<file path="src/design/hpcs_pkg.sv">
// ---------------------------------------------------------------------------
// hpcs_pkg
// Shared types and the fp32-to-fp16 narrowing function of the converter.
// ---------------------------------------------------------------------------
`default_nettype none

package hpcs_pkg;

    localparam logic [15:0] HALF_INF_BITS  = 16'h7c00;
    localparam logic [15:0] HALF_QUIET_BIT = 16'h0200;
    localparam logic [23:0] ROUND_ADD      = 24'h002000;
    localparam logic [7:0]  FP32_EXP_MAX   = 8'hff;
    localparam logic [9:0]  EXP_REBIAS     = 10'd112;
    localparam logic [31:0] FP32_INF_BITS  = 32'h7f800000;

    // register indexes, decoded from paddr[2]
    localparam logic REG_SCALE_FACTOR = 1'b0;
    localparam logic REG_SCALE_ENABLE = 1'b1;

    // scale factor kept in normalized form
    typedef struct packed {
        logic              sign;
        logic [23:0]       mant;
        logic signed [9:0] exp;
        logic              is_zero;
        logic              is_inf;
        logic              is_nan;
    } hpcs_factor_t;

    // result of the multiply pipeline
    typedef struct packed {
        logic        valid;
        logic        last;
        logic        bypass;
        logic [15:0] half;
        logic        nan;
        logic [31:0] prod;
    } hpcs_prod_t;

    // fp32 bits to fp16 bits; first dropped bit rounds up
    function automatic logic [15:0] narrow_to_half(input logic [31:0] f);
        logic              sign;
        logic [22:0]       mant;
        logic [7:0]        efield;
        logic signed [9:0] exp;
        logic [3:0]        sh;
        logic [23:0]       m;
        logic [15:0]       res;
        sign   = f[31];
        mant   = f[22:0];
        efield = f[30:23];
        exp    = $signed({2'b00, efield}) - $signed(EXP_REBIAS);
        sh     = 4'd0;
        m      = 24'd0;
        if (efield == FP32_EXP_MAX) begin
            res = {sign, 15'd0} | HALF_INF_BITS | ((mant != 23'd0) ? HALF_QUIET_BIT : 16'd0);
        end else if (exp >= 10'sd31) begin
            res = {sign, 15'd0} | HALF_INF_BITS;
        end else if (exp <= 10'sd0) begin
            if (exp < -10'sd10) begin
                res = {sign, 15'd0};
            end else begin
                sh = 4'(10'sd1 - exp);
                m  = {1'b1, mant} >> sh;
                if (m[12]) begin
                    m = m + ROUND_ADD;
                end
                res = {sign, 4'd0, m[23:13]};
            end
        end else begin
            m = {1'b0, mant};
            if (m[12]) begin
                m = m + ROUND_ADD;
                if (m[23]) begin
                    m   = 24'd0;
                    exp = exp + 10'sd1;
                end
            end
            if (exp >= 10'sd31) begin
                res = {sign, 15'd0} | HALF_INF_BITS;
            end else begin
                res = {sign, exp[4:0], m[22:13]};
            end
        end
        return res;
    endfunction

endpackage

`default_nettype wire

</file>
<file path="src/design/hpcs_scale_mul.sv">
// ---------------------------------------------------------------------------
// hpcs_scale_mul
// Two-stage fp32 multiply of a flushed fp16 value by the scale factor,
// round-to-nearest-even, giving fp32 product bits.
// ---------------------------------------------------------------------------
`default_nettype none

module hpcs_scale_mul (
    input  wire logic                 clk,
    input  wire logic                 rst_n,
    input  wire logic                 valid,
    input  wire logic                 last,
    input  wire logic                 bypass,
    input  wire logic [15:0]          half,
    input  wire hpcs_pkg::hpcs_factor_t factor,
    output hpcs_pkg::hpcs_prod_t      result
);
    import hpcs_pkg::*;

    // stage A: classify and multiply
    logic              a_valid_reg;
    logic              a_last_reg;
    logic              a_bypass_reg;
    logic [15:0]       a_half_reg;
    logic              a_sign_reg;
    logic              a_nan_reg;
    logic              a_inf_reg;
    logic              a_zero_reg;
    logic signed [9:0] a_exp_reg;
    logic [34:0]       a_prod_reg;

    logic [4:0] xe;
    logic [9:0] xm;
    logic       x_zero;
    logic       x_inf;
    logic       x_nan;
    logic       nan_next;

    assign xe       = half[14:10];
    assign xm       = half[9:0];
    assign x_zero   = (xe == 5'd0);
    assign x_inf    = (xe == 5'h1f) && (xm == 10'd0);
    assign x_nan    = (xe == 5'h1f) && (xm != 10'd0);
    assign nan_next = x_nan || factor.is_nan || (x_inf && factor.is_zero)
                   || (x_zero && factor.is_inf);

    always_ff @(posedge clk or negedge rst_n)
    begin
        if (!rst_n)
        begin
            a_valid_reg <= 1'b0;
        end
        else
        begin
            a_valid_reg <= valid;
        end
    end

    always_ff @(posedge clk)
    begin
        a_last_reg   <= last;
        a_bypass_reg <= bypass;
        a_half_reg   <= half;
        a_sign_reg   <= half[15] ^ factor.sign;
        a_nan_reg    <= nan_next;
        a_inf_reg    <= (x_inf || factor.is_inf) && !nan_next;
        a_zero_reg   <= (x_zero || factor.is_zero) && !nan_next;
        a_exp_reg    <= $signed({5'd0, xe}) + factor.exp - 10'sd15;
        a_prod_reg   <= 35'({1'b1, xm}) * 35'(factor.mant);
    end

    // stage B: normalize, round, pack
    logic              b_hi;
    logic [22:0]       b_m23;
    logic              b_guard;
    logic              b_sticky;
    logic              b_up;
    logic [24:0]       b_m25;
    logic signed [9:0] b_exp;
    logic [22:0]       b_mant;
    logic [31:0]       prod_next;

    always_comb
    begin
        b_hi = a_prod_reg[34];
        if (b_hi)
        begin
            b_m23    = a_prod_reg[33:11];
            b_guard  = a_prod_reg[10];
            b_sticky = |a_prod_reg[9:0];
        end
        else
        begin
            b_m23    = a_prod_reg[32:10];
            b_guard  = a_prod_reg[9];
            b_sticky = |a_prod_reg[8:0];
        end
        b_up  = b_guard && (b_sticky || b_m23[0]);
        b_m25 = {2'b01, b_m23} + 25'(b_up);
        b_exp = a_exp_reg + $signed({9'd0, b_hi});
        if (b_m25[24])
        begin
            b_exp  = b_exp + 10'sd1;
            b_mant = 23'd0;
        end
        else
        begin
            b_mant = b_m25[22:0];
        end
        if (a_inf_reg || (b_exp >= 10'sd255))
        begin
            prod_next = {a_sign_reg, 31'd0} | FP32_INF_BITS;
        end
        else if (a_zero_reg || (b_exp <= 10'sd0))
        begin
            prod_next = {a_sign_reg, 31'd0};
        end
        else
        begin
            prod_next = {a_sign_reg, b_exp[7:0], b_mant};
        end
    end

    logic        b_valid_reg;
    logic        b_last_reg;
    logic        b_bypass_reg;
    logic [15:0] b_half_reg;
    logic        b_nan_reg;
    logic [31:0] b_prod_reg;

    always_ff @(posedge clk or negedge rst_n)
    begin
        if (!rst_n)
        begin
            b_valid_reg <= 1'b0;
        end
        else
        begin
            b_valid_reg <= a_valid_reg;
        end
    end

    always_ff @(posedge clk)
    begin
        b_last_reg   <= a_last_reg;
        b_bypass_reg <= a_bypass_reg;
        b_half_reg   <= a_half_reg;
        b_nan_reg    <= a_nan_reg;
        b_prod_reg   <= prod_next;
    end

    assign result = '{valid: b_valid_reg, last: b_last_reg, bypass: b_bypass_reg,
                      half: b_half_reg, nan: b_nan_reg, prod: b_prod_reg};

`ifndef SYNTH
    // stage A valid follows the input valid in the next cycle
    a_valid_follows: assert property (@(posedge clk) disable iff (!rst_n)
        valid |=> a_valid_reg)
        else $error("stage A lost a transaction");
    // special classes exclude each other
    a_class_excl: assert property (@(posedge clk) disable iff (!rst_n)
        a_valid_reg |-> $onehot0({a_nan_reg, a_inf_reg, a_zero_reg}))
        else $error("conflicting special classes");
    // the nan flag of a stage A transaction carries into stage B
    b_nan_flag: assert property (@(posedge clk) disable iff (!rst_n)
        (a_valid_reg && a_nan_reg) |=> (b_valid_reg && b_nan_reg))
        else $error("nan flag dropped");
`endif

endmodule

`default_nettype wire

</file>
<file path="src/design/half_precision_convert_and_scale.sv">
// ---------------------------------------------------------------------------
// half_precision_convert_and_scale
// Converts bf16 or fp16 weight words to fp16, optionally scaling by an fp32
// factor.
// ---------------------------------------------------------------------------
//  channel   | handshake              | payload
//  ----------+------------------------+---------------------------------------
//  input     | start (busy never set) | word_in, source_is_bf16, last_in
//  result    | done strobe, 1 cycle   | half_out, last_out
//  config    | APB write, pready = 1  | paddr, pwdata (0: factor, 4: enable)
//
//  One transaction per cycle; each result passes the stages below in order.
//  Stages: bf16 narrowing, classify + 11x24 multiply, round/pack, narrowing.
//  Reset clears the valid bits and sets the factor to 1.0, scaling off.
//  The result side cannot stall, so busy stays low.
// ---------------------------------------------------------------------------
`default_nettype none

module half_precision_convert_and_scale (
    input  wire logic        clk,
    input  wire logic        rst_n,
    input  wire logic        start,
    output logic             busy,
    input  wire logic [15:0] word_in,
    input  wire logic        source_is_bf16,
    input  wire logic        last_in,
    output logic             done,
    output logic [15:0]      half_out,
    output logic             last_out,
    input  wire logic        psel,
    input  wire logic        penable,
    input  wire logic        pwrite,
    input  wire logic [2:0]  paddr,
    input  wire logic [31:0] pwdata,
    output logic [31:0]      prdata,
    output logic             pready
);
    import hpcs_pkg::*;

    // configuration registers
    logic         scale_factor_reg;
    logic [31:0]  factor_bits_reg;
    logic         scale_enable_reg;
    hpcs_factor_t factor_reg;
    hpcs_factor_t factor_next;
    logic         cfg_write;

    assign pready    = 1'b1;
    assign busy      = 1'b0;
    assign cfg_write = psel && penable && pwrite && pready;

    // normalize the written factor so the multiplier sees a hidden bit
    logic [4:0] lead_pos;
    logic [4:0] norm_shift;

    always_comb
    begin
        lead_pos = 5'd0;
        for (int i = 0; i < 23; i++)
        begin
            if (pwdata[i])
            begin
                lead_pos = 5'(i);
            end
        end
        norm_shift          = 5'd23 - lead_pos;
        factor_next.sign    = pwdata[31];
        factor_next.is_nan  = (pwdata[30:23] == FP32_EXP_MAX) && (pwdata[22:0] != 23'd0);
        factor_next.is_inf  = (pwdata[30:23] == FP32_EXP_MAX) && (pwdata[22:0] == 23'd0);
        factor_next.is_zero = (pwdata[30:23] == 8'd0) && (pwdata[22:0] == 23'd0);
        if (pwdata[30:23] == 8'd0)
        begin
            factor_next.mant = {1'b0, pwdata[22:0]} << norm_shift;
            factor_next.exp  = 10'sd1 - $signed({5'd0, norm_shift});
        end
        else
        begin
            factor_next.mant = {1'b1, pwdata[22:0]};
            factor_next.exp  = $signed({2'b00, pwdata[30:23]});
        end
    end

    always_ff @(posedge clk or negedge rst_n)
    begin
        if (!rst_n)
        begin
            factor_bits_reg <= 32'h3f800000;
            factor_reg      <= '{sign: 1'b0, mant: 24'h800000, exp: 10'sd127,
                                 is_zero: 1'b0, is_inf: 1'b0, is_nan: 1'b0};
            scale_enable_reg <= 1'b0;
        end
        else if (cfg_write)
        begin
            if (paddr[2] == REG_SCALE_FACTOR)
            begin
                factor_bits_reg <= pwdata;
                factor_reg      <= factor_next;
            end
            else
            begin
                scale_enable_reg <= pwdata[0];
            end
        end
    end

    assign scale_factor_reg = factor_bits_reg[31];
    assign prdata = (paddr[2] == REG_SCALE_ENABLE) ? {31'd0, scale_enable_reg}
                                                   : {scale_factor_reg, factor_bits_reg[30:0]};

    // stage 1: bf16 narrowing
    logic        s1_valid_reg;
    logic        s1_last_reg;
    logic        s1_bypass_reg;
    logic [15:0] s1_half_reg;
    logic        accept;

    assign accept = start && !busy;

    always_ff @(posedge clk or negedge rst_n)
    begin
        if (!rst_n)
        begin
            s1_valid_reg <= 1'b0;
        end
        else
        begin
            s1_valid_reg <= accept;
        end
    end

    always_ff @(posedge clk)
    begin
        s1_last_reg   <= last_in;
        s1_bypass_reg <= !scale_enable_reg;
        s1_half_reg   <= source_is_bf16 ? narrow_to_half({word_in, 16'd0}) : word_in;
    end

    // stages 2 and 3: scale multiply
    hpcs_prod_t mul_res;

    hpcs_scale_mul u_mul (
        .clk    (clk),
        .rst_n  (rst_n),
        .valid  (s1_valid_reg),
        .last   (s1_last_reg),
        .bypass (s1_bypass_reg),
        .half   (s1_half_reg),
        .factor (factor_reg),
        .result (mul_res)
    );

    // stage 4: narrow the product, or pass the unscaled value through, and register the result
    logic        done_reg;
    logic        last_out_reg;
    logic [15:0] half_out_reg;
    logic [15:0] half_next;

    always_comb
    begin
        priority if (mul_res.bypass)
        begin
            half_next = mul_res.half;
        end
        else if (mul_res.nan)
        begin
            half_next = {mul_res.prod[31], 15'd0} | HALF_INF_BITS | HALF_QUIET_BIT;
        end
        else
        begin
            half_next = narrow_to_half(mul_res.prod);
        end
    end

    always_ff @(posedge clk or negedge rst_n)
    begin
        if (!rst_n)
        begin
            done_reg <= 1'b0;
        end
        else
        begin
            done_reg <= mul_res.valid;
        end
    end

    always_ff @(posedge clk)
    begin
        last_out_reg <= mul_res.last;
        half_out_reg <= half_next;
    end

    assign done     = done_reg;
    assign half_out = half_out_reg;
    assign last_out = last_out_reg;

`ifndef SYNTH
    // every accepted transaction yields a result
    done_latency: assert property (@(posedge clk) disable iff (!rst_n)
        accept |-> ##4 done)
        else $error("result missing after accept");
    // no result without an earlier accepted transaction
    done_cause: assert property (@(posedge clk) disable iff (!rst_n)
        done |-> $past(accept, 4))
        else $error("spurious result");
    // nan products come out as quiet nan
    nan_output: assert property (@(posedge clk) disable iff (!rst_n)
        (mul_res.valid && !mul_res.bypass && mul_res.nan) |=> (half_out[14:0] == 15'h7e00))
        else $error("nan product not quieted");
`endif

endmodule

`default_nettype wire
</file>
<file path="config.mk">
export PLATFORM = sky130hd
export DESIGN_NAME = half_precision_convert_and_scale
export DESIGN_NICKNAME = d
export VERILOG_FILES = /design/src/design/hpcs_pkg.sv /design/src/design/hpcs_scale_mul.sv /design/src/design/half_precision_convert_and_scale.sv
export SDC_FILE = /design/constraint.sdc
export NUM_CORES = 1
export LEC_CHECK = 0
export BUFFER_PORTS_ARGS = -buffer_cell sky130_fd_sc_hd__buf_2
export CORE_MARGIN = 8
export CORE_UTILIZATION = 45
export CTS_CLUSTER_SIZE = 24
export DETAILED_ROUTE_END_ITERATION = 10
export PLACE_DENSITY = 0.72
export SLEW_MARGIN = 20
export SYNTH_ARGS = -nofsm -noshare
export SYNTH_HDL_FRONTEND = slang
export SYNTH_SLANG_ARGS = --single-unit
</file>
<file path="constraint.sdc">
create_clock -name clk -period 6.9 [get_ports clk]
set_input_delay 1.38 -clock clk [delete_from_list [all_inputs] [get_ports clk]]
set_output_delay 1.38 -clock clk [all_outputs]
set_load 0.05 [all_outputs]
</file>
==> results.toml, run 1 <==
[final_layout]
fin_cells = 3027
syn_to_final_growth_pct = 8.78
fillerInstances = 4205
nets = 2772
largest_register_ff_count = 36
layout-drive-gt1-share_pct = 10.8
antenna_cells = 0
post-route-cell-area_sq_um = 22300

[power]
ir_drop_mv = 0.250
cellPowerDensity_nw_per_um2 = 466
leakage_nw = 10.2
power_w = 0.0104

[global_route]
grtUsageTotal_pct = 19.9
grt_max_degree = 74
grt_overflow = 0
use_met3_pct = 3.07
grt.busiest_layer = "met2"
grt_pass1_wl_um = 88300
first_global_vias = 17400
groute.layer.met1.usage_pct = 25.8
use_met2_pct = 33.6
antenna_found_initial = 1

[route]
drt-vias-per-instance = 5.50
drt-pass1-iter-count = 5
wl_per_cell_um = 17.4
vias = 16700
route.detailed.drc = 0
wirelength_um = 52800
drtAntennaViolNets = 0
initialDrtViolationCount = 1193

[timing]
period_needed_ps = 6240
setup_viol_count_final = 0
hold_viol_final = 0
slew_headroom_pct = 36.1
slew_viol_final = 0
rsz0062_at_grt = "no"
tightestPinTransition_ps = 957
finalCritPeriodShare_pct = 90.4
fin_setup_tns_ps = 0
maxClockFrequency_mhz = 160
finClkSkew_ps = 23.2
worst_slack_ps = 662

[logic_synthesis]
synth_top_area_cell = "fa_1"
avgSynthCellArea_sq_um = 8.61
syn_nets = 2743
netlist_instances = 2379
ys_ff_latch = 226
synth_area_leaders = "fa_1, dfxtp_1, dfrtp_1, nand2_1, ha_1"
async_reset_ff_share_pct = 32.3
yosysWarnings = 0
synth.top_cell.area_share_pct = 19.3
synth_compound_area_share_pct = 12.9
synth_top_family_by_area = "adder cells"
synth-simple-area-share_pct = 19.2
synth_adder_area_share_pct = 25.9
yosysSeqAreaShare_pct = 23.9
synth_cell_types = 93
syn-cell-area_sq_um = 20500
synthMuxAreaShare_pct = 5.09
synth_xor_area_share_pct = 4.79
synth_edf_count = 0
synth-main-ff-cell = "dfxtp_1"

[clock_network]
clock_sinks = 226
cts_inserted_buffers = 25
cts_tree = "done"
ctsHoldBuffers = 0
cts_resized = 0
post_cts.repair.setup_buffers = 0
cts.root.buffer_cell = "clkbuf_16"
clk_path_buf_depth = 3
clock_latency_ps = 570
clkTransAtPathRegs_ps = 60
h-tree-depth = 1

[placed_design]
dpl_worst_slack_ps = 663
port_buffers = 106
dp_hpwl_um = 40900
dp.cells = 2981
placedInstanceArea_sq_um = 21400
place_congestion = 0.940

[floorplanning]
die_w_um = 229
initial_core_util_pct = 45.4
core-area_sq_um = 45200
design.die.area_sq_um = 52600
pin_count = 111
rows = 78
die_h_um = 229

[setup_path]
cp.arrival_ps = 6720
start_kind = "flip-flop"
crit_type = "flip-flop to flip-flop"
cp_max_fo = 12
end_kind = "flip-flop"
critPathRequiredTime_ps = 7390

[worst_hold_path]
worstHoldPathType = "flip-flop to flip-flop"

[flow_run]
cap_violations = 0

[status]
status = "finished clean"
==> path summary, 6_finish.rpt <==
check                           slack, ps                    startpoint  cells after the start                         endpoint
max in group asynchronous            5350                         rst_n                      1       factor_reg[30]$_DFFE_PN0P_
worst min-delay path                  320  u_mul.a_half_reg[15]$_DFF_P_                      0     u_mul.b_half_reg[15]$_DFF_P_
worst min register to register        320  u_mul.a_half_reg[15]$_DFF_P_                      0     u_mul.b_half_reg[15]$_DFF_P_
worst max-delay path                  660    factor_reg[17]$_DFFE_PN0P_                     19     u_mul.a_prod_reg[31]$_DFF_P_
worst max register to register        660    factor_reg[17]$_DFFE_PN0P_                     19     u_mul.a_prod_reg[31]$_DFF_P_
min in group asynchronous             950                         rst_n                      1  factor_bits_reg[30]$_DFFE_PN0P_
==> worst max-delay path, cell delays in order, from the launching register on <==
cell and delay (ps):
dfrtp_1 570, and2_1 280, fa_1 500, inv_1 50
fa_1 480, inv_1 60, fa_1 500, fa_1 540
inv_1 50, fa_1 560, inv_1 50, ha_1 250
or4_1 520, o22a_1 270, a221oi_1 370, a21oi_1 260
a2111oi_0 420, o21bai_1 120, a21oi_1 190, xnor2_1 130
==> cells in the mapped netlist (16+ instances only) <==
library cell and n:
nor2b_1 48, mux2i_1 69, ha_1 107, clkbuf_1 102
nor2_2 18, mux2_2 21, nor2_1 101, nand3_1 38
nand2_1 357, and2_1 91, a21oi_1 105, and3_1 17
o21ai_0 77, xnor2_1 62, a31oi_1 16, fa_1 198
xor2_1 50, o22ai_1 17, nand2b_1 18, nor3_1 26
nor4_1 27, inv_1 302, dfrtp_1 58, dfxtp_1 153
==> where the power goes <==
| part | switching (W) | internal, W | total [W] |
|---|---|---|---|
| sequential | 0.000451 | 0.00174 | 0.00219 |
| clock | 0.000564 | 0.000813 | 0.00138 |
| combinational | 0.00395 | 0.00288 | 0.00683 |
==> cell families after synthesis <==
family,Yosys count
and+or+nand+nor,807
AOI/OAI and AO/OA,398
muxes,96
xor gates and xnor gates,112
adders and majority gates,305
other,2
DFF,226
buffers and inverters,433
==> metal layers <==
metal,vias to the layer above,wire (um)
li1,7894,-
met4,0,1780
met2,543,24800
met1,8125,23000
met3,97,3230
met5,-,0
==> stage by stage <==
stage	hold slack (ps)	util, %
6_report	324	49.3
5_1_grt	335	49.3
4_1_cts	325	49.3
3_5_place_dp	312	47.4
3_3_place_gp	310	47.4
2_1_floorplan	310	-
==> area by class of cell <==
class / instances / area, sq um / share of cell area (%)
multi-input combinational: 1720 / 13900 / 62.4
timing repair buffer: 130 / 713 / 3.20
tap: 600 / 751 / 3.37
sequential: 226 / 4910 / 22.0
clock inverter: 9 / 97.6 / 0.438
clock buffer: 37 / 764 / 3.43
inverter: 305 / 1140 / 5.14
==> layout by cell type (no fill, tap or decap), types with 76 or more instances in the layout <==
cell type	count
ha_1	107
fa_1	198
a21oi_1	105
and2_1	91
o21ai_0	76
nor2_1	100
dfxtp_1	152
nand2_1	357
inv_1	302
buf_2	105
Note: power is estimated with default switching activity, not from simulation.
==> run 2, diff against run 1 <==
==> constraint.sdc (replaced) <==
create_clock -name clk -period 6.3 [get_ports clk]
set_input_delay 1.26 -clock clk [delete_from_list [all_inputs] [get_ports clk]]
set_output_delay 1.26 -clock clk [all_outputs]
set_load 0.05 [all_outputs]
==> run 2 against run 1 <==
Sequential power up 8%. Clock-buffer cell count down 1. Combinational power up 11%. Sequential share of layout area down 0.30 points. Die area unchanged. Final area up 1.4%. Critical path depth up 1. Largest cell class unchanged. Highest routed layer unchanged.
==> results.toml, run 2 (synthesis results as in run 1) <==
[floorplanning]
design.die.area_sq_um = 52600
die_h_um = 229
rows = 78
pin_count = 111
core-area_sq_um = 45200
initial_core_util_pct = 45.4
die_w_um = 229

[timing]
hold_viol_final = 0
slew_viol_final = 0
setup_viol_count_final = 0
tightestPinTransition_ps = 980
rsz0062_at_grt = "no"
period_needed_ps = 5950
slew_headroom_pct = 34.4
fin_setup_tns_ps = 0
finalCritPeriodShare_pct = 94.5
finClkSkew_ps = 25.6
maxClockFrequency_mhz = 168

[setup_path]
slowest_delay_ps = 550
reg2reg_depth = 20
cp_max_fo = 21
rrSetupSlack_ps = 350
start_kind = "flip-flop"
crit_type = "flip-flop to flip-flop"
end_kind = "flip-flop"
critPathRequiredTime_ps = 6820
worstReg2RegEnd = "u_mul.a_prod_reg[31]$_DFF_P_"
rr_startpoint = "s1_half_reg[9]$_DFF_P_"
worstPathCellList = "buf_4 -> nand2_1 -> fa_1 -> inv_1 -> fa_1 -> fa_1 -> fa_1 -> inv_1 -> fa_1 -> inv_1 -> ha_1 -> a21oi_1 -> o21ai_0 -> o41a_1 -> nor3_1 -> a21oi_1 -> a2111oi_0 -> o21bai_1 -> a21oi_1 -> xnor2_1"
startpoint = "s1_half_reg[9]$_DFF_P_"
slowest_stage = "fa_1"
cp.arrival_ps = 6470
critPathMostFrequentCell = "fa_1"

[global_route]
antenna_found_initial = 0
grtUsageTotal_pct = 19.8
first_global_vias = 17200
grt_max_degree = 74
grt_pass1_wl_um = 88100
grt_overflow = 0

[power]
ir_drop_mv = 0.321
power_w = 0.0117
cellPowerDensity_nw_per_um2 = 517
leakage_nw = 10.4

[placed_design]
dp_hpwl_um = 41100
place_congestion = 0.910
dp.cells = 3000
port_buffers = 106
placedInstanceArea_sq_um = 21600

[final_layout]
largest_register_ff_count = 36
fillerInstances = 4162
final_common_cell = "nand2_1"
post-route-cell-area_sq_um = 22600
layout-drive-gt1-share_pct = 12.0
fin_cells = 3051
syn_to_final_growth_pct = 10.3
antenna_cells = 0
layout_common_cells = "nand2_1, inv_1, fa_1"
nets = 2794

[worst_hold_path]
hp-start = "u_mul.a_sign_reg$_DFF_P_"
min_to = "u_mul.b_prod_reg[31]$_DFF_P_"
worstHoldPathType = "flip-flop to flip-flop"
min_path_cells = 0

[route]
initialDrtViolationCount = 1256
wirelength_um = 52900
wl_per_cell_um = 17.4
drt-vias-per-instance = 5.50
route.detailed.drc = 0
drtAntennaViolNets = 0
vias = 16800
drt-pass1-iter-count = 5

[clock_network]
cts_tree = "done"
clk_path_buf_depth = 3
cts_inserted_buffers = 28
clock_latency_ps = 580
clock_sinks = 226
cts.root.buffer_cell = "clkbuf_16"
clkTransAtPathRegs_ps = 60
ctsHoldBuffers = 0
h-tree-depth = 1

[status]
status = "finished clean"

[flow_run]
cap_violations = 0
-- run 2: cell types whose count changed in the layout (fill, tap and decap cells not counted), sizes merged --
cell	previous run	this run
bufinv	1	3
buf	130	149
clkbuf	37	36
clkinv	7	10
clkinvlp	1	2
-- run 2: stage by stage --
step | setup slack [ps] | hold slack, ps | utilization [%]
3_3_place_gp | 339 | 310 | 47.8
3_5_place_dp | 268 | 312 | 47.8
2_1_floorplan | 452 | 310 | -
6_report | 349 | 324 | 50.0
5_1_grt | 37.2 | 330 | 50.0
4_1_cts | 248 | 327 | 50.0
-- run 2: layer usage --
layer	vias up	track usage, %	wire length [um]
met5	-	0	0
met4	0	6.28	1520
met3	94	2.88	3420
met2	601	33.5	24900
met1	8163	25.9	23100
li1	7931	-	-
-- run 2: final cells by class --
type                    count  area [sq um]  share of cell area, %
inverters                 305          1140                   5.06
multi-input cells        1720         13900                   61.6
well taps                 600           751                   3.32
flip-flops and latches    226          4910                   21.7
repair buffers            149           868                   3.84
clock inverters            15           196                  0.869
clock buffers              36           815                   3.60
-- run 2: repair_timing --
item / in CTS / in global routing
setup buffers: 0 / 0
gates resized for setup: 0 / 3
setup endpoints to repair: 0 / 1
-- run 2: worst max path at each step --
stage | depth (start not counted) | end
global placement | 20 | u_mul.a_prod_reg[31]$_DFF_P_
detailed placement | 18 | u_mul.a_prod_reg[32]$_DFF_P_
CTS | 19 | u_mul.a_prod_reg[32]$_DFF_P_
global route | 19 | u_mul.a_prod_reg[31]$_DFF_P_
finish | 20 | u_mul.a_prod_reg[31]$_DFF_P_
floorplan | 20 | u_mul.a_prod_reg[31]$_DFF_P_
-- run 2: worst max-delay path: cells and delay by family (launching register included) --
| kind | cells | cell delay [ps] |
|---|---|---|
| compound gates | 7 | 1490 |
| simple gates | 2 | 250 |
| fa+ha+maj | 6 | 2980 |
| xor+xnor | 1 | 130 |
| flops | 1 | 520 |
| buf+inv | 4 | 490 |
-- run 2: power breakdown --
part           switching, W  internal, W
clock              0.000665      0.00104
sequential         0.000472      0.00190
combinational       0.00439      0.00322
total               0.00553      0.00616
